**config.mk**
```make
export PLATFORM = sky130hd
export DESIGN_NAME = text_console_cursor_controller
export DESIGN_NICKNAME = d
export VERILOG_FILES = /design/src/tcc_pkg.sv /design/src/tcc_step.sv /design/src/tcc_rsp_fifo.sv /design/src/text_console_cursor_controller.sv
export SDC_FILE = /design/constraint.sdc
export NUM_CORES = 1
export LEC_CHECK = 0
export BUFFER_PORTS_ARGS = -buffer_cell sky130_fd_sc_hd__buf_2
export CORE_MARGIN = 10
export CORE_UTILIZATION = 52
export DETAILED_ROUTE_END_ITERATION = 8
export PLACE_DENSITY = 0.77
export SYNTH_ARGS = -nofsm -noshare
export SYNTH_HDL_FRONTEND = slang
export SYNTH_SLANG_ARGS = --single-unit
```
**constraint.sdc**
```tcl
create_clock -name clock -period 3.75 [get_ports clock]
set_input_delay 0 -clock clock [delete_from_list [all_inputs] [get_ports clock]]
set_output_delay 0 -clock clock [all_outputs]
set_load 0.05 [all_outputs]
```
**src/tcc_pkg.sv**
```systemverilog
package tcc_pkg;

   // Largest screen the cursor registers can address
   localparam int MAX_COLUMNS = 256;
   localparam int MAX_ROWS = 128;
   localparam int COL_LIMIT = (MAX_COLUMNS < 1) ? 1 : ((MAX_COLUMNS < 256) ? MAX_COLUMNS : 256);
   localparam int ROW_LIMIT = (MAX_ROWS < 1) ? 1 : ((MAX_ROWS < 128) ? MAX_ROWS : 128);

   // Result queue
   localparam int FIFO_DEPTH = 4;
   localparam int FIFO_PTR_W = $clog2(FIFO_DEPTH);
   localparam int FIFO_CNT_W = $clog2(FIFO_DEPTH + 1);

   // Request codes
   localparam logic [2:0] REQ_WRITE = 3'd0;
   localparam logic [2:0] REQ_BACKSPACE = 3'd1;
   localparam logic [2:0] REQ_ERASE = 3'd2;
   localparam logic [2:0] REQ_CLEAR = 3'd3;
   localparam logic [2:0] REQ_SET_CURSOR = 3'd4;

   // Action codes
   localparam logic [1:0] ACT_DRAW = 2'd0;
   localparam logic [1:0] ACT_SCROLL = 2'd1;
   localparam logic [1:0] ACT_CLEAR = 2'd2;

   // Register indexes
   localparam logic [1:0] REG_COLUMNS = 2'd0;
   localparam logic [1:0] REG_ROWS = 2'd1;
   localparam logic [1:0] REG_FG = 2'd2;
   localparam logic [1:0] REG_BG = 2'd3;

   localparam logic [8:0] COLUMNS_RESET = 9'd128;
   localparam logic [7:0] ROWS_RESET = 8'd48;
   localparam logic [3:0] FG_RESET = 4'd15;
   localparam logic [3:0] BG_RESET = 4'd0;

   localparam logic [7:0] CHAR_NEWLINE = 8'd10;
   localparam logic [7:0] CHAR_SPACE = 8'h20;

   typedef struct packed {
      logic [1:0]  action;
      logic [7:0]  cell_col;
      logic [6:0]  cell_row;
      logic [7:0]  glyph_code;
      logic [23:0] fg_rgb;
      logic [23:0] bg_rgb;
      logic        last;
   } rsp_type;

   typedef struct packed {
      logic [1:0] count;
      rsp_type    first;
      rsp_type    second;
      logic [7:0] col;
      logic [6:0] row;
   } step_type;

   function automatic logic [23:0] palette_rgb(input logic [3:0] idx);
      logic [23:0] rgb;
      case (idx)
         4'd0: rgb = 24'h000000;
         4'd1: rgb = 24'h0000AA;
         4'd2: rgb = 24'h00AA00;
         4'd3: rgb = 24'h00AAAA;
         4'd4: rgb = 24'hAA0000;
         4'd5: rgb = 24'hAA00AA;
         4'd6: rgb = 24'hAA5500;
         4'd7: rgb = 24'hAAAAAA;
         4'd8: rgb = 24'h555555;
         4'd9: rgb = 24'h5555FF;
         4'd10: rgb = 24'h55FF55;
         4'd11: rgb = 24'h55FFFF;
         4'd12: rgb = 24'hFF5555;
         4'd13: rgb = 24'hFF55FF;
         4'd14: rgb = 24'hFFFF55;
         default: rgb = 24'hFFFFFF;
      endcase
      return rgb;
   endfunction

endpackage

```
**src/tcc_step.sv**
```systemverilog
module tcc_step (
   input  logic [2:0]          req_type,
   input  logic [7:0]          char_code,
   input  logic signed [15:0]  target_col,
   input  logic signed [15:0]  target_row,
   input  logic [7:0]          cur_col,
   input  logic [6:0]          cur_row,
   input  logic [8:0]          cols_eff,
   input  logic [7:0]          rows_eff,
   input  logic [3:0]          fg_idx,
   input  logic [3:0]          bg_idx,
   output tcc_pkg::step_type   step
);

   logic [7:0]       bs_col;
   logic             row_ok;
   logic             draw_ok;
   logic             bs_draw_ok;
   logic [8:0]       col_inc;
   logic [7:0]       row_inc;
   logic             wrap_scroll;
   logic [7:0]       wrap_row;
   logic [8:0]       cols_m1;
   logic [7:0]       rows_m1;
   tcc_pkg::rsp_type scroll_rsp;
   tcc_pkg::rsp_type clear_rsp;
   tcc_pkg::rsp_type draw_rsp;

   assign bs_col = cur_col - 8'd1;
   assign row_ok = {1'b0, cur_row} < rows_eff;
   assign draw_ok = ({1'b0, cur_col} < cols_eff) && row_ok;
   assign bs_draw_ok = ({1'b0, bs_col} < cols_eff) && row_ok;
   assign col_inc = {1'b0, cur_col} + 9'd1;
   assign row_inc = {1'b0, cur_row} + 8'd1;
   assign cols_m1 = cols_eff - 9'd1;
   assign rows_m1 = rows_eff - 8'd1;
   assign wrap_scroll = row_inc >= rows_eff;
   assign wrap_row = wrap_scroll ? rows_m1 : row_inc;

   always_comb begin
      scroll_rsp = '0;
      scroll_rsp.action = tcc_pkg::ACT_SCROLL;
      clear_rsp = '0;
      clear_rsp.action = tcc_pkg::ACT_CLEAR;
      draw_rsp.action = tcc_pkg::ACT_DRAW;
      draw_rsp.cell_col = cur_col;
      draw_rsp.cell_row = cur_row;
      draw_rsp.glyph_code = tcc_pkg::CHAR_SPACE;
      draw_rsp.fg_rgb = tcc_pkg::palette_rgb(fg_idx);
      draw_rsp.bg_rgb = tcc_pkg::palette_rgb(bg_idx);
      draw_rsp.last = 1'b0;
   end

   always_comb begin
      step = '0;
      step.col = cur_col;
      step.row = cur_row;
      case (req_type)
         tcc_pkg::REQ_WRITE: begin
            if (char_code == tcc_pkg::CHAR_NEWLINE) begin
               step.col = 8'd0;
               step.row = wrap_row[6:0];
               if (wrap_scroll) begin
                  step.first = scroll_rsp;
                  step.count = 2'd1;
               end
            end else begin
               if (draw_ok) begin
                  step.first = draw_rsp;
                  step.first.glyph_code = char_code;
                  step.count = 2'd1;
               end
               if (col_inc >= cols_eff) begin
                  step.col = 8'd0;
                  step.row = wrap_row[6:0];
                  if (wrap_scroll) begin
                     if (draw_ok) begin
                        step.second = scroll_rsp;
                        step.count = 2'd2;
                     end else begin
                        step.first = scroll_rsp;
                        step.count = 2'd1;
                     end
                  end
               end else begin
                  step.col = col_inc[7:0];
               end
            end
         end
         tcc_pkg::REQ_BACKSPACE: begin
            if (cur_col != 8'd0) begin
               step.col = bs_col;
               if (bs_draw_ok) begin
                  step.first = draw_rsp;
                  step.first.cell_col = bs_col;
                  step.count = 2'd1;
               end
            end
         end
         tcc_pkg::REQ_ERASE: begin
            if (draw_ok) begin
               step.first = draw_rsp;
               step.count = 2'd1;
            end
         end
         tcc_pkg::REQ_CLEAR: begin
            step.first = clear_rsp;
            step.count = 2'd1;
            step.col = 8'd0;
            step.row = 7'd0;
         end
         tcc_pkg::REQ_SET_CURSOR: begin
            // clamp each signed coordinate into the screen
            if (target_col[15]) begin
               step.col = 8'd0;
            end else if ($unsigned(target_col) >= {7'd0, cols_eff}) begin
               step.col = cols_m1[7:0];
            end else begin
               step.col = target_col[7:0];
            end
            if (target_row[15]) begin
               step.row = 7'd0;
            end else if ($unsigned(target_row) >= {8'd0, rows_eff}) begin
               step.row = rows_m1[6:0];
            end else begin
               step.row = target_row[6:0];
            end
         end
         default: begin
            step.count = 2'd0;
         end
      endcase
      // mark the final result of this request
      if (step.count == 2'd1) begin
         step.first.last = 1'b1;
      end
      if (step.count == 2'd2) begin
         step.second.last = 1'b1;
      end
   end

endmodule

```
**src/tcc_rsp_fifo.sv**
```systemverilog
module tcc_rsp_fifo (
   input  logic                               clock,
   input  logic                               reset,
   input  logic [1:0]                         push_count,
   input  tcc_pkg::rsp_type                   push_first,
   input  tcc_pkg::rsp_type                   push_second,
   input  logic                               pop,
   output logic [tcc_pkg::FIFO_CNT_W-1:0]     count,
   output tcc_pkg::rsp_type                   head
);

   tcc_pkg::rsp_type                    mem [tcc_pkg::FIFO_DEPTH];
   logic [tcc_pkg::FIFO_PTR_W-1:0]      wr_ptr_ff, wr_ptr_in;
   logic [tcc_pkg::FIFO_PTR_W-1:0]      rd_ptr_ff, rd_ptr_in;
   logic [tcc_pkg::FIFO_CNT_W-1:0]      count_ff, count_in;
   logic [tcc_pkg::FIFO_PTR_W-1:0]      wr_ptr_next;

   assign wr_ptr_next = wr_ptr_ff + tcc_pkg::FIFO_PTR_W'(1);
   assign wr_ptr_in = wr_ptr_ff + tcc_pkg::FIFO_PTR_W'(push_count);
   assign rd_ptr_in = rd_ptr_ff + tcc_pkg::FIFO_PTR_W'(pop);
   assign count_in = count_ff + tcc_pkg::FIFO_CNT_W'(push_count)
                     - tcc_pkg::FIFO_CNT_W'(pop);

   always_ff @(posedge clock) begin
      if (push_count != 2'd0) begin
         mem[wr_ptr_ff] <= push_first;
      end
      if (push_count == 2'd2) begin
         mem[wr_ptr_next] <= push_second;
      end
   end

   always_ff @(posedge clock) begin
      if (reset) begin
         wr_ptr_ff <= '0;
         rd_ptr_ff <= '0;
         count_ff <= '0;
      end else begin
         wr_ptr_ff <= wr_ptr_in;
         rd_ptr_ff <= rd_ptr_in;
         count_ff <= count_in;
      end
   end

   assign count = count_ff;
   assign head = mem[rd_ptr_ff];

endmodule

```
**src/text_console_cursor_controller.sv**
```systemverilog
// Text console cursor controller. Each request is decoded against the cursor
// registers in the cycle it is accepted and yields zero, one or two results
// (draw cell, scroll up one text row, clear screen) that enter a four-entry
// result queue. A request is taken every cycle while the queue has room for
// two results; the result port drains one result per cycle while rsp_stall
// is low. Results appear on the rsp_ port in the cycle after the request is
// accepted at the earliest. Registers at byte addresses 0, 4, 8 and 12:
// screen columns, screen rows, foreground and background palette index;
// write them only while no request is in flight.
module text_console_cursor_controller (
   input  logic                clock,
   input  logic                reset,
   input  logic                req_valid,
   output logic                req_stall,
   input  logic [2:0]          req_type,
   input  logic [7:0]          req_char_code,
   input  logic signed [15:0]  req_target_col,
   input  logic signed [15:0]  req_target_row,
   output logic                rsp_valid,
   input  logic                rsp_stall,
   output logic [1:0]          rsp_action,
   output logic [7:0]          rsp_cell_col,
   output logic [6:0]          rsp_cell_row,
   output logic [7:0]          rsp_glyph_code,
   output logic [23:0]         rsp_fg_rgb,
   output logic [23:0]         rsp_bg_rgb,
   output logic                rsp_last,
   input  logic                psel,
   input  logic                penable,
   input  logic                pwrite,
   input  logic [3:0]          paddr,
   input  logic [31:0]         pwdata,
   output logic [31:0]         prdata,
   output logic                pready
);

   localparam logic [8:0] COL_LIMIT_V = 9'(tcc_pkg::COL_LIMIT);
   localparam logic [7:0] ROW_LIMIT_V = 8'(tcc_pkg::ROW_LIMIT);

   logic [8:0]                      cols_ff;
   logic [7:0]                      rows_ff;
   logic [3:0]                      fg_ff;
   logic [3:0]                      bg_ff;
   logic [7:0]                      cur_col_ff;
   logic [6:0]                      cur_row_ff;
   logic [8:0]                      cols_eff;
   logic [7:0]                      rows_eff;
   logic                            csr_write;
   logic                            req_fire;
   logic                            rsp_fire;
   logic [1:0]                      push_count;
   logic [tcc_pkg::FIFO_CNT_W-1:0]  fifo_count;
   tcc_pkg::step_type               step;
   tcc_pkg::rsp_type                head;

   // Configuration port
   assign pready = 1'b1;
   assign csr_write = psel & penable & pwrite;

   always_ff @(posedge clock) begin
      if (reset) begin
         cols_ff <= tcc_pkg::COLUMNS_RESET;
         rows_ff <= tcc_pkg::ROWS_RESET;
         fg_ff <= tcc_pkg::FG_RESET;
         bg_ff <= tcc_pkg::BG_RESET;
      end else if (csr_write) begin
         case (paddr[3:2])
            tcc_pkg::REG_COLUMNS: cols_ff <= pwdata[8:0];
            tcc_pkg::REG_ROWS: rows_ff <= pwdata[7:0];
            tcc_pkg::REG_FG: fg_ff <= pwdata[3:0];
            tcc_pkg::REG_BG: bg_ff <= pwdata[3:0];
            default: cols_ff <= cols_ff;
         endcase
      end
   end

   always_comb begin
      case (paddr[3:2])
         tcc_pkg::REG_COLUMNS: prdata = {23'd0, cols_ff};
         tcc_pkg::REG_ROWS: prdata = {24'd0, rows_ff};
         tcc_pkg::REG_FG: prdata = {28'd0, fg_ff};
         tcc_pkg::REG_BG: prdata = {28'd0, bg_ff};
         default: prdata = '0;
      endcase
   end

   // Hold the screen size within what the cursor can address
   always_comb begin
      if (cols_ff == 9'd0) begin
         cols_eff = 9'd1;
      end else if (cols_ff > COL_LIMIT_V) begin
         cols_eff = COL_LIMIT_V;
      end else begin
         cols_eff = cols_ff;
      end
      if (rows_ff == 8'd0) begin
         rows_eff = 8'd1;
      end else if (rows_ff > ROW_LIMIT_V) begin
         rows_eff = ROW_LIMIT_V;
      end else begin
         rows_eff = rows_ff;
      end
   end

   // Take a request only while the queue can hold two more results
   assign req_stall = fifo_count > tcc_pkg::FIFO_CNT_W'(tcc_pkg::FIFO_DEPTH - 2);
   assign req_fire = req_valid & ~req_stall;
   assign rsp_valid = fifo_count != '0;
   assign rsp_fire = rsp_valid & ~rsp_stall;
   assign push_count = req_fire ? step.count : 2'd0;

   tcc_step u_step (
      .req_type   (req_type),
      .char_code  (req_char_code),
      .target_col (req_target_col),
      .target_row (req_target_row),
      .cur_col    (cur_col_ff),
      .cur_row    (cur_row_ff),
      .cols_eff   (cols_eff),
      .rows_eff   (rows_eff),
      .fg_idx     (fg_ff),
      .bg_idx     (bg_ff),
      .step       (step)
   );

   always_ff @(posedge clock) begin
      if (reset) begin
         cur_col_ff <= 8'd0;
         cur_row_ff <= 7'd0;
      end else if (req_fire) begin
         cur_col_ff <= step.col;
         cur_row_ff <= step.row;
      end
   end

   tcc_rsp_fifo u_rsp_fifo (
      .clock       (clock),
      .reset       (reset),
      .push_count  (push_count),
      .push_first  (step.first),
      .push_second (step.second),
      .pop         (rsp_fire),
      .count       (fifo_count),
      .head        (head)
   );

   assign rsp_action = head.action;
   assign rsp_cell_col = head.cell_col;
   assign rsp_cell_row = head.cell_row;
   assign rsp_glyph_code = head.glyph_code;
   assign rsp_fg_rgb = head.fg_rgb;
   assign rsp_bg_rgb = head.bg_rgb;
   assign rsp_last = head.last;

   a_fifo_bound: assert property (@(posedge clock) disable iff (reset)
      fifo_count <= tcc_pkg::FIFO_CNT_W'(tcc_pkg::FIFO_DEPTH))
      else $error("result queue overflow");

   a_clear_home: assert property (@(posedge clock) disable iff (reset)
      req_fire && req_type == tcc_pkg::REQ_CLEAR |=> cur_col_ff == 8'd0 && cur_row_ff == 7'd0)
      else $error("clear did not home the cursor");

   a_write_row_inside: assert property (@(posedge clock) disable iff (reset)
      req_fire && req_type == tcc_pkg::REQ_WRITE && req_char_code == tcc_pkg::CHAR_NEWLINE
      |=> {1'b0, cur_row_ff} < $past(rows_eff))
      else $error("newline left the cursor below the screen");

   a_set_inside: assert property (@(posedge clock) disable iff (reset)
      req_fire && req_type == tcc_pkg::REQ_SET_CURSOR
      |=> {1'b0, cur_col_ff} < $past(cols_eff) && {1'b0, cur_row_ff} < $past(rows_eff))
      else $error("set cursor left the cursor outside the screen");

   a_non_draw_last: assert property (@(posedge clock) disable iff (reset)
      rsp_valid && rsp_action != tcc_pkg::ACT_DRAW |-> rsp_last)
      else $error("scroll or clear result not marked last");

endmodule

```
**Word level (Yosys, flattened, before mapping)**

Memory sizes are Yosys's and may differ from the RTL's. A register that Yosys moved wholly into a read port is not among the register bits.
Cells that the tools add are included.

- Logic and storage cells: 111
- Memory bits (writable): 296
- Memories: 3
- Input bits: 86
- Register bits: 47
- Output and inout port bits: 109
- Bits in read-only memories: 768

- Add/subtract/negate cells: 10
- Magnitude comparators: 10
- Mux-type cells: 43
- Equal/unequal tests: 13
- Reduce and logical (&&, ||, !) cells: 17
- Bitwise logic cells: 6

Memories:

| memory | words | width | rd ports | clocked after memory_dff | write ports | line | RTL |
|---|---|---|---|---|---|---|---|
| (name not given) | 16 | 24 | 1 | 1 | 0 | tcc_pkg.sv:60 | `case (idx)` |
| (name not given) | 16 | 24 | 1 | 1 | 0 | tcc_pkg.sv:60 |  |
| u_rsp_fifo.mem | 4 | 74 | 1 | 1 | 2 | tcc_rsp_fifo.sv:12 | `tcc_pkg::rsp_type mem [tcc_pkg::FIFO_DEPTH];` |

Operators by type and width:

| kind | number |
|---|---|
| 2-to-1 mux 75 bit | 5 |
| 2-to-1 mux 150 bit | 2 |
| one-hot mux 74 bit (4 select lines) | 1 |
| 2-to-1 mux 74 bit | 3 |
| one-hot mux 32 bit (4 select lines) | 1 |
| 2-to-1 mux 76 bit | 1 |
| 2-to-1 mux 73 bit | 1 |
| 2-to-1 mux 8 bit | 6 |
| one-hot mux 8 bit (4 select lines) | 1 |
| 2-to-1 mux 7 bit | 4 |
| one-hot mux 7 bit (3 select lines) | 1 |
| less-than comparator 8 x 9 -> 1 bit | 2 |
| 2-to-1 mux 9 bit | 2 |
| >= comparator 16 x 8 -> 1 bit | 1 |
| >= comparator 16 x 9 -> 1 bit | 1 |
| 2-to-1 mux 4 bit | 4 |
| subtractor 8 x 1 -> 8 bit, second input constant | 2 |
| 2-to-1 mux 15 bit | 1 |
| adder 8 x 1 -> 9 bit, second input constant | 1 |
| >= comparator 9 bit | 1 |
| > comparator 9 bit, second input constant | 1 |
| zero test 9 bit | 1 |
| adder 7 x 1 -> 8 bit, second input constant | 1 |
| equality test 2 bit, second input constant | 4 |
| 32 further kinds | 51 |

**Longest topological paths before layout**

Gate-level depths: netlist (run 1).

- Word-level depth: 15
- Gate-level depth with buffers: 19
- Gate-level depth less buffers: 19

**Modules after synthesis**

Synthesis (run 1) repeated with hierarchy kept, for this count alone.

- Cell total of the unflattened synthesis: 1522
- Area, all modules: 20707.4 µm²

By module, submodules not included:

| module | cells an instance | sequential area each (µm²) | instances | area each (µm²) |
|---|---|---|---|---|
| tcc_rsp_fifo | 754 | 9028.7 | 1 | 14644.0 |
| tcc_step | 522 | 0.0 | 1 | 3882.5 |
| text_console_cursor_controller | 246 | 800.8 | 1 | 2180.8 |

**Least setup slack after synthesis (run 1)**

Ideal clock, no wire load.

- Kind: reg2reg
- Start: reg cur_col_ff[2]
- End: reg u_rsp_fifo.count_ff (netlist bit u_rsp_fifo.count[2])
- Slack: -179 ps
- Cell stages (with the launch flop): 18
- Data required time: 3622 ps
- Clock period less this slack: 3929 ps
- Data arrival time: 3802 ps
- Library setup time: 128 ps
- Cell sequence: dfxtp_1 -> clkbuf_1 -> nand3_1 -> nor2_1 -> xor2_1 -> ha_1 -> a21oi_1 -> o21ai_1 -> or3_1 -> or3_1 -> buf_2 -> a31oi_1 -> ha_1 -> inv_1 -> fa_1 -> xnor2_1 -> xnor2_1 -> nor2_1

- Longest elaborated chain between the ends: 10
- Elaborated cells on any way between the ends: 20
- Classes of those cells: add/sub (4); order compare (3); mux (10); reduce/logical (3)

Ends and longest elaborated chain:

| element | line | RTL |
|---|---|---|
| from (decl) | text_console_cursor_controller.sv:44 | `logic [7:0] cur_col_ff;` |
| from (signal assigned) | text_console_cursor_controller.sv:131 | `cur_col_ff <= step.col;` |
| parallel branches: the longest is 6 deep, another holds less-than comparator 8 x 9 -> 1 bit | -- |  |
| one-hot mux 2 bit (4 select lines) * | tcc_step.sv:58 | `case (req_type)` |
| 2-to-1 mux 2 bit * | text_console_cursor_controller.sv:110 | `assign push_count = req_fire ? step.count : 2'd0;` |
| adder 3 x 2 -> 3 bit * | tcc_rsp_fifo.sv:21 | `assign count_in = count_ff + tcc_pkg::FIFO_CNT_W'(push_count)` |
| subtractor 3 x 1 -> 3 bit * | tcc_rsp_fifo.sv:22 | `- tcc_pkg::FIFO_CNT_W'(pop);` |
| to (signal assigned) | tcc_rsp_fifo.sv:41 | `count_ff <= count_in;` |
| to (decl) | tcc_rsp_fifo.sv:15 | `logic [tcc_pkg::FIFO_CNT_W-1:0] count_ff, count_in;` |

Every way passes the cells marked *.
A chain may end at the register's enable or synchronous reset.

==> qor.csv, run 1 <==
metric,value,unit
status,"finished, final reports clean",
setup_slack,0.0877,ns
drv_cap,0,
utilization,62.9,%
synth_area_leaders,"dfxtp_1, mux2i_1, mux4_2",
final_cell_mix,"dfxtp_1, mux2i_1, nand2_1",
gp_congestion,0.909,
boundaryPins,195,
io_buffers,145,
grt_max_degree,70,
avgRoutedWirePerCell,19.2,um
hold_violations,0,
final_common_cell,dfxtp_1,
place_inst,1695,
slew_violations,0,
end_kind,flop,
numCtsBuffers,23,
viasPerCell,5.77,
setup_viol,0,
hold_slack,0.0299,ns
intPower,4.70,mW
start_kind,flop,
ff2ff_setup_slack,0.09,ns
area_growth,18.3,%
min_period_over_period,97.7,%
synth_seq_area_share,33.8,%
wirelength,34200,um
clk_pin_slew_worst_paths,0.06,ns
cp-endpoint,u_rsp_fifo.mem[0][67],
netlist_instances,1276,
antenna_found_initial,0,
dr.pass1.iters,5,
seqPwrFrac,31.9,%
yosysTopAreaCellShare,31.8,%
synth_edf_count,8,
cts_tree,done,
initial_core_util,53.2,%
detail-route-antenna-nets,0,
critPathSlowestCell,ha_1,
synthDistinctLibCells,77,
pre_cts_ws,-0.0694,ns
syn_avg_cell_area,9.52,um^2
power.share.clock,27.9,%
grt_pass1_wl,53300,um
synth_seq_cells,201,
tns,0,ns
peakVddDrop,0.541,mV
path_delay_family,compound AO/OA/AOI/OAI gates,
r2r-start,cur_row_ff[0],
powerDensity,551,nW/um^2
coreArea,22800,um^2
seqCellArea,4120,um^2
path_depth,17,
slowest_delay,0.34,ns
drt_drc_violations_left,0,
globalRoute.totalOverflow,0,
fill_cells,1842,
critical_path_class,reg2reg,
synth_area,12200,um^2
worst-path-max-fanout,13,
yosysTopAreaCell,dfxtp_1,
dpl_cell_area,13100,um^2
rsz0062_at_grt,true,
switching_share,40.7,%
hold_path_class,in2reg,
switchingPower,3.22,mW
final_cells,1777,
synthFlopType,dfxtp_1,
fmax,273,MHz
track_usage,21.1,%
cts.root.buffer_cell,clkbuf_16,
yosysWarnings,0,
slew_headroom,40.3,%
rows,55,
htreeDepth,1,
power_frac_comb,40.2,%
path_common_cell,buf_4,
die-height,173,um
clock_sinks,201,
crit_chain,ha_2 -> nand2_1 -> or2_2 -> xnor2_2 -> ha_1 -> a41o_1 -> a21oi_1 -> o31a_1 -> buf_4 -> nor3b_2 -> a31oi_4 -> buf_4 -> nand3_4 -> o21ai_4 -> buf_4 -> clkbuf_16 -> mux2i_1,
cts.path.max_buffers,3,
postSynth.asyncResetShare,0,%
fin_skew,0.00953,ns
crit_start,cur_row_ff[0],
worstMarginPinSlew,0.896,ns
finalCriticalPeriod,3.66,ns
final_area,14400,um^2
die_w,173,um
multi_input_area,7140,um^2
first_iter_violations,838,
worstPathArrival,4.11,ns
place_hpwl,23800,um
ff2ff_path_depth,17,
final_net_count,1602,
worstPathBufferInverterCount,4,
r2r_end,u_rsp_fifo.mem[0][67],
grt_pass1_vias,10300,
drive_gt1_share,25.7,%
clk_latency,0.52,ns
vias,10300,
hold_start,req_type[1],
die_area,29900,um^2
power.total,7.92,mW
cp.required,4.20,ns
p_leak,6.87,nW
## cells in the mapped netlist (11+ instances only)
library cell	count
dfxtp_1	193
ha_1	69
nand2_1	157
a21oi_1	36
mux2i_1	171
inv_1	32
xnor2_1	16
clkbuf_1	38
nand3_1	22
buf_2	15
buf_12	12
o21ai_1	12
nor3_1	20
and2_1	11
nand2b_1	15
o21ai_0	100
nor2_1	83
mux4_2	40
buf_4	63
## sequential cells by signal, indices dropped and copies added (netlist names), 3 cells and up
| name | count |
|---|---|
| fg_ff | 4 |
| cur_col_ff | 8 |
| cols_ff | 9 |
| u_step.draw_rsp | 10 |
| bg_ff | 4 |
| rows_ff | 8 |
| u_rsp_fifo.count | 3 |
| u_rsp_fifo.mem | 144 |
| cur_row_ff | 7 |
## cells by family (layout without fill, tap and decap cells)
logic type	Yosys count	after routing	synth area share, %
and+or+nand+nor	365	365	14.2
muxes	219	219	22.2
AOI/OAI and AO/OA	218	218	11.1
DFF	201	201	33.8
buffers and inverters	175	340	9.49
adders and majority gates	70	70	7.27
xor gates and xnor gates	26	26	1.87
other	2	25	0.0618
## layout make-up
| cell class | count | area share, % |
|---|---|---|
| Multi-Input combinational cell | 922 | 49.7 |
| Sequential cell | 201 | 28.6 |
| Timing Repair Buffer | 266 | 12.9 |
| Clock buffer | 25 | 4.13 |
| Tap cell | 313 | 2.73 |
| Clock inverter | 17 | 1.06 |
| Inverter | 32 | 0.836 |
| Antenna cell | 1 | 0.0174 |
## power by group through the flow
| stage | Clock [mW] | Sequential (mW) | Combinational (mW) |
|---|---|---|---|
| after floorplan | 0 | 2.49 | 2.50 |
| after global placement | 0 | 2.55 | 2.98 |
| final | 2.21 | 2.53 | 3.19 |
| after detailed placement | 0 | 2.56 | 3.03 |
| after CTS | 2.22 | 2.52 | 3.09 |
| after global routing | 2.33 | 2.55 | 3.39 |
## worst register-to-register path: cells and delay by family (launching register included)
family | cells | cell delay [ns]
AOI/OAI and AO/OA | 5 | 1.03
xor gates and xnor gates | 1 | 0.15
adders and majority gates | 2 | 0.52
buffers and inverters | 4 | 0.78
DFF | 1 | 0.33
muxes | 1 | 0.20
and+or+nand+nor | 4 | 0.59
## how the worst min path moves through the flow
stage / to / slack [ns] / depth (start not counted)
global route: u_rsp_fifo.mem[1][73] / 0.03 / 3
CTS: cur_col_ff[4] / 0.003 / 4
detailed placement: cols_ff[7] / 0.23 / 3
floorplan: cols_ff[7] / 0.13 / 2
finish: u_rsp_fifo.mem[2][73] / 0.03 / 3
global placement: cols_ff[7] / 0.23 / 3
## per-layer routing
metal | up-vias | wire [um] | global-route usage, %
met3 | 69 | 2880 | 5.03
met4 | 0 | 1050 | 6.76
met1 | 4928 | 14300 | 26.4
li1 | 4788 | - | -
met5 | - | 0 | 0.332
met2 | 466 | 15900 | 35.1
## repair_timing
action / CTS / global route
setup buffers: 1 / 5
gates cloned: 0 / 3
pin swaps: 0 / 7
hold endpoints to repair: 70 / 0
gates resized for setup: 6 / 30
hold buffers: 30 / 0
setup endpoints to repair: 1 / 151
Note: power is estimated with default switching activity, not from simulation.
==> run 2, diff against run 1 <==
--- a/config.mk
+++ b/config.mk
@@ -5,11 +5,15 @@
 export SDC_FILE = /design/constraint.sdc
 export NUM_CORES = 1
 export LEC_CHECK = 0
+export ABC_CLOCK_PERIOD_IN_PS = 3750
 export BUFFER_PORTS_ARGS = -buffer_cell sky130_fd_sc_hd__buf_2
+export CELL_PAD_IN_SITES_DETAIL_PLACEMENT = 2
+export CELL_PAD_IN_SITES_GLOBAL_PLACEMENT = 2
 export CORE_MARGIN = 10
-export CORE_UTILIZATION = 52
+export CORE_UTILIZATION = 32
 export DETAILED_ROUTE_END_ITERATION = 8
-export PLACE_DENSITY = 0.77
+export GPL_TIMING_DRIVEN = 0
+export PLACE_DENSITY_LB_ADDON = 0.1
 export SYNTH_ARGS = -nofsm -noshare
 export SYNTH_HDL_FRONTEND = slang
 export SYNTH_SLANG_ARGS = --single-unit
==> qor.csv, run 2 (same netlist as run 1, synthesis figures left out) <==
metric,value,unit,change
detail-route-antenna-nets,0,,unchanged
fill_cells,4092,,was 1842
slew_headroom,32.1,%,was 40.3%
gp_congestion,0.780,,was 0.909
die-height,215,um,was 173 um
boundaryPins,195,,unchanged
peakVddDrop,0.285,mV,was 0.541 mV
slowest_delay,0.42,ns,was 0.34 ns
vias,10700,,was 10300
final_cell_mix,"dfxtp_1, mux2i_1, buf_2",,"was dfxtp_1, mux2i_1, nand2_1"
hold_start,req_target_col[5],,was req_type[1]
wirelength,47400,um,was 34200 um
drv_cap,0,,unchanged
io_buffers,144,,was 145
place_inst,1953,,was 1695
clock_sinks,201,,unchanged
die_area,46200,um^2,was 29900 um^2
numCtsBuffers,24,,was 23
setup_slack,-0.113,ns,was 0.0877 ns
grt_pass1_vias,11800,,was 10300
place_hpwl,34000,um,was 23800 um
track_usage,19.4,%,was 21.1%
dr.pass1.iters,4,,was 5
end_kind,flop,,unchanged
cts.path.max_buffers,3,,unchanged
worst-path-max-fanout,9,,was 13
setup_viol,1,,was 0
hold_path_class,in2reg,,unchanged
antenna_found_initial,1,,was 0
min_period_over_period,103,%,was 97.7%
rows,71,,was 55
initial_core_util,32.3,%,was 53.2%
worstPathArrival,4.24,ns,was 4.11 ns
final_cells,2090,,was 1777
globalRoute.totalOverflow,0,,unchanged
critical_path_class,reg2reg,,unchanged
grt_pass1_wl,71400,um,was 53300 um
fmax,259,MHz,was 273 MHz
final_net_count,1717,,was 1602
clk_pin_slew_worst_paths,0.07,ns,was 0.06 ns
violations,negative setup slack,,
largest_reg_flops,144,,unchanged
status,"complete, but fails checks",,"was finished, final reports clean"
htreeDepth,1,,unchanged
hold_violations,0,,unchanged
die_w,215,um,was 173 um
largest-register,u_rsp_fifo.mem,,unchanged
crit_start,cols_ff[2],,was cur_row_ff[0]
cts.root.buffer_cell,clkbuf_16,,unchanged
crit_chain,or3_4 -> nor3_4 -> a21oi_2 -> nor2_4 -> ha_1 -> nand3b_1 -> a211oi_4 -> nor2_4 -> nand2_2 -> inv_1 -> ha_4 -> and4_1 -> buf_12 -> inv_1 -> ha_1 -> fa_2 -> xnor2_2 -> xnor2_1 -> nor2_1,,was ha_2 -> nand2_1 -> or2_2 -> xnor2_2 -> ha_1 -> a41o_1 -> a21oi_1 -> o31a_1 -> buf_4 -> nor3b_2 -> a31oi_4 -> buf_4 -> nand3_4 -> o21ai_4 -> buf_4 -> clkbuf_16 -> mux2i_1
clk_latency,0.53,ns,was 0.52 ns
dpl_cell_area,13600,um^2,was 13100 um^2
grt_max_degree,13,,was 70
finalCriticalPeriod,3.86,ns,was 3.66 ns
utilization,42.2,%,was 62.9%
powerDensity,533,nW/um^2,was 551 nW/um^2
start_kind,flop,,unchanged
r2r-start,cols_ff[2],,was cur_row_ff[0]
worstMarginPinSlew,1.02,ns,was 0.896 ns
cts_tree,done,,unchanged
rsz0062_at_grt,true,,unchanged
critPathSlowestCell,fa_2,,was ha_1
path_delay_family,simple AND/OR/NAND/NOR gates,,was compound AO/OA/AOI/OAI gates
final_common_cell,dfxtp_1,,unchanged
fin_skew,0.0230,ns,was 0.00953 ns
first_iter_violations,432,,was 838
area_growth,30.5,%,was 18.3%
viasPerCell,5.10,,was 5.77
avgRoutedWirePerCell,22.7,um,was 19.2 um
drive_gt1_share,32.3,%,was 25.7%
cp.required,4.12,ns,was 4.20 ns
drt_drc_violations_left,0,,unchanged
p_leak,7.41,nW,was 6.87 nW
slew_violations,0,,unchanged
final_area,15900,um^2,was 14400 um^2
worstPathBufferInverterCount,3,,was 4
tns,-0.113,ns,was 0 ns
coreArea,37600,um^2,was 22800 um^2
[run 2: cell count changes in the layout (fill, tap and decap cells not counted), moves of 7 or more]
cell and change:
clkbuf_8 +7, buf_6 +10, buf_12 +9, dfxtp_1 -9
clkbuf_2 +11, buf_4 +46, clkbuf_1 +30, dfxtp_4 +7
nand2_2 +7, nand2_1 -11, ha_1 -7
[run 2: per-layer routing]
metal / global-route usage (%) / share of wire, %
met3: 2.92 / 3.5
met2: 36.3 / 52
met4: 4.18 / 1.7
met1: 22.9 / 43
met5: 0 / 0
[run 2: tightest hold or removal path, stage by stage]
cell	delay, ns
buf_2	0.09
mux2_2	0.15
a21oi_1	0.07
nor3_1	0.17
[run 2: timing repair]
item / 4_1_cts / 5_1_grt
endpoints found under the setup margin: 196 / 168
setup buffers: 27 / 37
hold buffers: 29 / 0
pin swaps: 18 / 16
hold endpoints to repair: 73 / 0
gates resized for setup: 97 / 96
[run 2: power breakdown]
part	switching, mW	total [mW]	internal, mW	leakage (nW)
logic	2.35	3.66	1.32	5.40
clock network	0.961	2.28	1.32	0.374
registers	0.143	2.51	2.37	1.64
[run 2: final cells by class]
| class | instances | area, um^2 | share of cell area [%] |
|---|---|---|---|
| Inverter | 32 | 131 | 0.828 |
| Buffer | 143 | 1180 | 7.45 |
| Clock inverter | 4 | 31.3 | 0.197 |
| Multi-Input combinational cell | 922 | 7470 | 47.1 |
| Antenna cell | 1 | 2.50 | 0.0158 |
| Clock buffer | 39 | 727 | 4.58 |
| Timing Repair Buffer | 237 | 1530 | 9.65 |
| Sequential cell | 201 | 4140 | 26.1 |
| Tap cell | 511 | 639 | 4.03 |
[run 2: path summary, 6_finish.rpt]
kind	to	slack [ns]	depth (start not counted)
setup / recovery	u_rsp_fifo.count[2]	-0.11	19
hold / removal	cur_col_ff[5]	0.006	4
setup reg to reg	u_rsp_fifo.count[2]	-0.11	19
hold reg to reg	u_rsp_fifo.mem[1][59]	0.46	2
[run 2: stage by stage]
stage / setup slack, ns / power (mW) / hold slack [ns]
3_3_place_gp: -0.972 / 5.78 / 0.238
2_1_floorplan: 0.0396 / 4.99 / 0.125
6_report: -0.113 / 8.46 / 0.00556
5_1_grt: -0.265 / 8.91 / 0.0404
3_5_place_dp: -1.01 / 5.86 / 0.248
4_1_cts: -0.196 / 8.33 / 0.00396
==> run 3, diff against run 2 <==
--- a/config.mk
+++ b/config.mk
@@ -14,6 +14,7 @@
 export DETAILED_ROUTE_END_ITERATION = 8
 export GPL_TIMING_DRIVEN = 0
 export PLACE_DENSITY_LB_ADDON = 0.1
+export SETUP_SLACK_MARGIN = 0.1
 export SYNTH_ARGS = -nofsm -noshare
 export SYNTH_HDL_FRONTEND = slang
 export SYNTH_SLANG_ARGS = --single-unit
==> qor.csv, run 3 (same netlist as run 1, synthesis figures left out) <==
metric,value,unit,change
status,"complete, but fails checks",,unchanged
violations,negative setup slack,,unchanged
setup_slack,-0.0215,ns,was -0.113 ns
powerDensity,542,nW/um^2,was 533 nW/um^2
drt_drc_violations_left,0,,unchanged
critPathSlowestCell,or3_4,,was fa_2
finalCriticalPeriod,3.77,ns,was 3.86 ns
slew_violations,0,,unchanged
die_w,215,um,unchanged
top_layer_used,met4,,unchanged
rsz0062_at_grt,true,,unchanged
gp_congestion,0.796,,was 0.780
place_inst,1953,,unchanged
critical_path_class,reg2reg,,unchanged
largest-register,u_rsp_fifo.mem,,unchanged
die_area,46200,um^2,unchanged
hold_path_class,in2reg,,unchanged
power.total,9.00,mW,was 8.46 mW
start_kind,flop,,unchanged
dpl_cell_area,13700,um^2,was 13600 um^2
final_area,16600,um^2,was 15900 um^2
cts_tree,done,,unchanged
end_kind,flop,,unchanged
final_common_cell,dfxtp_1,,unchanged
worstMarginPinSlew,0.984,ns,was 1.02 ns
clk_pin_slew_worst_paths,0.06,ns,was 0.07 ns
ff2ff_setup_slack,-0.02,ns,was -0.11 ns
worstPathBufferInverterCount,2,,was 3
pre_cts_ws,-0.925,ns,was -1.01 ns
drv_cap,0,,unchanged
path_delay_family,simple AND/OR/NAND/NOR gates,,unchanged
htreeDepth,1,,unchanged
globalRoute.totalOverflow,0,,unchanged
hold_slack,0.00895,ns,was 0.00556 ns
fmax,265,MHz,was 259 MHz
min_period_over_period,101,%,was 103%
boundaryPins,195,,unchanged
first_iter_violations,361,,was 432
cp.required,4.15,ns,was 4.12 ns
numCtsBuffers,26,,was 24
final_cells,2116,,was 2090
tns,-0.0215,ns,was -0.113 ns
grt_pass1_vias,11900,,was 11800
slew_headroom,33.7,%,was 32.1%
hold_violations,0,,unchanged
track_usage,20.2,%,was 19.4%
path_common_cell,or3_4,,
slowest_delay,0.40,ns,was 0.42 ns
wl_met3,1850,um,was 1660 um
setup_viol,1,,unchanged
area_growth,36.6,%,was 30.5%
cts.root.buffer_cell,clkbuf_16,,unchanged
route.layer.met1.wl,20800,um,was 20200 um
io_buffers,144,,unchanged
worst-path-max-fanout,3,,was 9
wirelength,49300,um,was 47400 um
antenna_found_initial,2,,was 1
grt_max_degree,14,,was 13
cts.path.max_buffers,3,,unchanged
dr.pass1.iters,4,,unchanged
largest_reg_flops,144,,unchanged
detail-route-antenna-nets,0,,unchanged
met2WireLength,25700,um,was 24700 um
p_leak,7.75,nW,was 7.41 nW
grt_pass1_wl,73600,um,was 71400 um
drive_gt1_share,34.6,%,was 32.3%
clock_sinks,201,,unchanged
peakVddDrop,0.291,mV,was 0.285 mV
coreArea,37600,um^2,unchanged
rows,71,,unchanged
die-height,215,um,unchanged
clk_latency,0.55,ns,was 0.53 ns
fin_skew,0.0270,ns,was 0.0230 ns
avgRoutedWirePerCell,23.3,um,was 22.7 um
utilization,44.2,%,was 42.2%
final_cell_mix,"dfxtp_1, mux2i_1, buf_2",,unchanged
initial_core_util,32.3,%,unchanged
place_hpwl,34000,um,about the same
final_net_count,1738,,was 1717
crit_chain,or3_4 -> nor3_4 -> a21oi_2 -> nor2_4 -> ha_2 -> nand2_2 -> nand3_2 -> a211oi_2 -> or3_4 -> or3_4 -> buf_6 -> a31oi_4 -> ha_4 -> inv_2 -> fa_2 -> xnor2_2 -> xnor2_1 -> nor2_1,,was or3_4 -> nor3_4 -> a21oi_2 -> nor2_4 -> ha_1 -> nand3b_1 -> a211oi_4 -> nor2_4 -> nand2_2 -> inv_1 -> ha_4 -> and4_1 -> buf_12 -> inv_1 -> ha_1 -> fa_2 -> xnor2_2 -> xnor2_1 -> nor2_1
vias,10800,,was 10700
worstPathArrival,4.17,ns,was 4.24 ns
viasPerCell,5.13,,was 5.10
==> run 3: cell count changes in the layout (fill, tap and decap cells not counted), moves of 4 or more <==
cell and change:
clkbuf_2 -6, clkbuf_8 +8, ha_4 +4, buf_12 +7
o21ai_1 +19, o21ai_0 -22, buf_16 +5
==> run 3: final timing paths <==
check	start	depth (start not counted)	end
setup / recovery	cols_ff[3]	18	u_rsp_fifo.count[2]
hold reg to reg	u_rsp_fifo.mem[3][58]	2	u_rsp_fifo.mem[3][58]
setup reg to reg	cols_ff[3]	18	u_rsp_fifo.count[2]
hold / removal	req_target_col[0]	5	cur_col_ff[0]
==> run 3: layout make-up <==
class | count | area, um^2
Fill cell | 4037 | 21000
Multi-Input combinational cell | 922 | 7610
Sequential cell | 201 | 4150
Timing Repair Buffer | 256 | 1940
Buffer | 143 | 1230
Clock buffer | 41 | 807
Tap cell | 511 | 639
Inverter | 32 | 130
Clock inverter | 7 | 81.3
Antenna cell | 3 | 7.51
==> run 3: repair_timing <==
item / in CTS / in global routing
setup endpoints to repair: 206 / 178
gates cloned: 9 / 0
hold endpoints to repair: 72 / 0
buffers inserted: 37 / 38
resized for setup: 127 / 118
pin swaps: 24 / 50
hold buffers: 29 / 0
==> run 3: routing by layer <==
| metal | GRT usage, % | vias up |
|---|---|---|
| met5 | 0 | - |
| met4 | 4.47 | 0 |
| met3 | 2.89 | 55 |
| met2 | 37.2 | 212 |
| met1 | 24.1 | 5495 |
| li1 | - | 5085 |
==> run 3: worst min-delay path: stages <==
cell and delay, ns:
buf_2 0.10, inv_1 0.08, mux2i_1 0.10, a21oi_1 0.15
a211oi_1 0.07
==> run 3: power breakdown <==
| part | switching, mW | internal [mW] | total (mW) | leakage [nW] |
|---|---|---|---|---|
| clock | 1.03 | 1.54 | 2.57 | 0.435 |
| combinational | 2.43 | 1.47 | 3.91 | 5.68 |
| sequential | 0.157 | 2.37 | 2.53 | 1.64 |
| total | 3.62 | 5.39 | 9.00 | 7.75 |
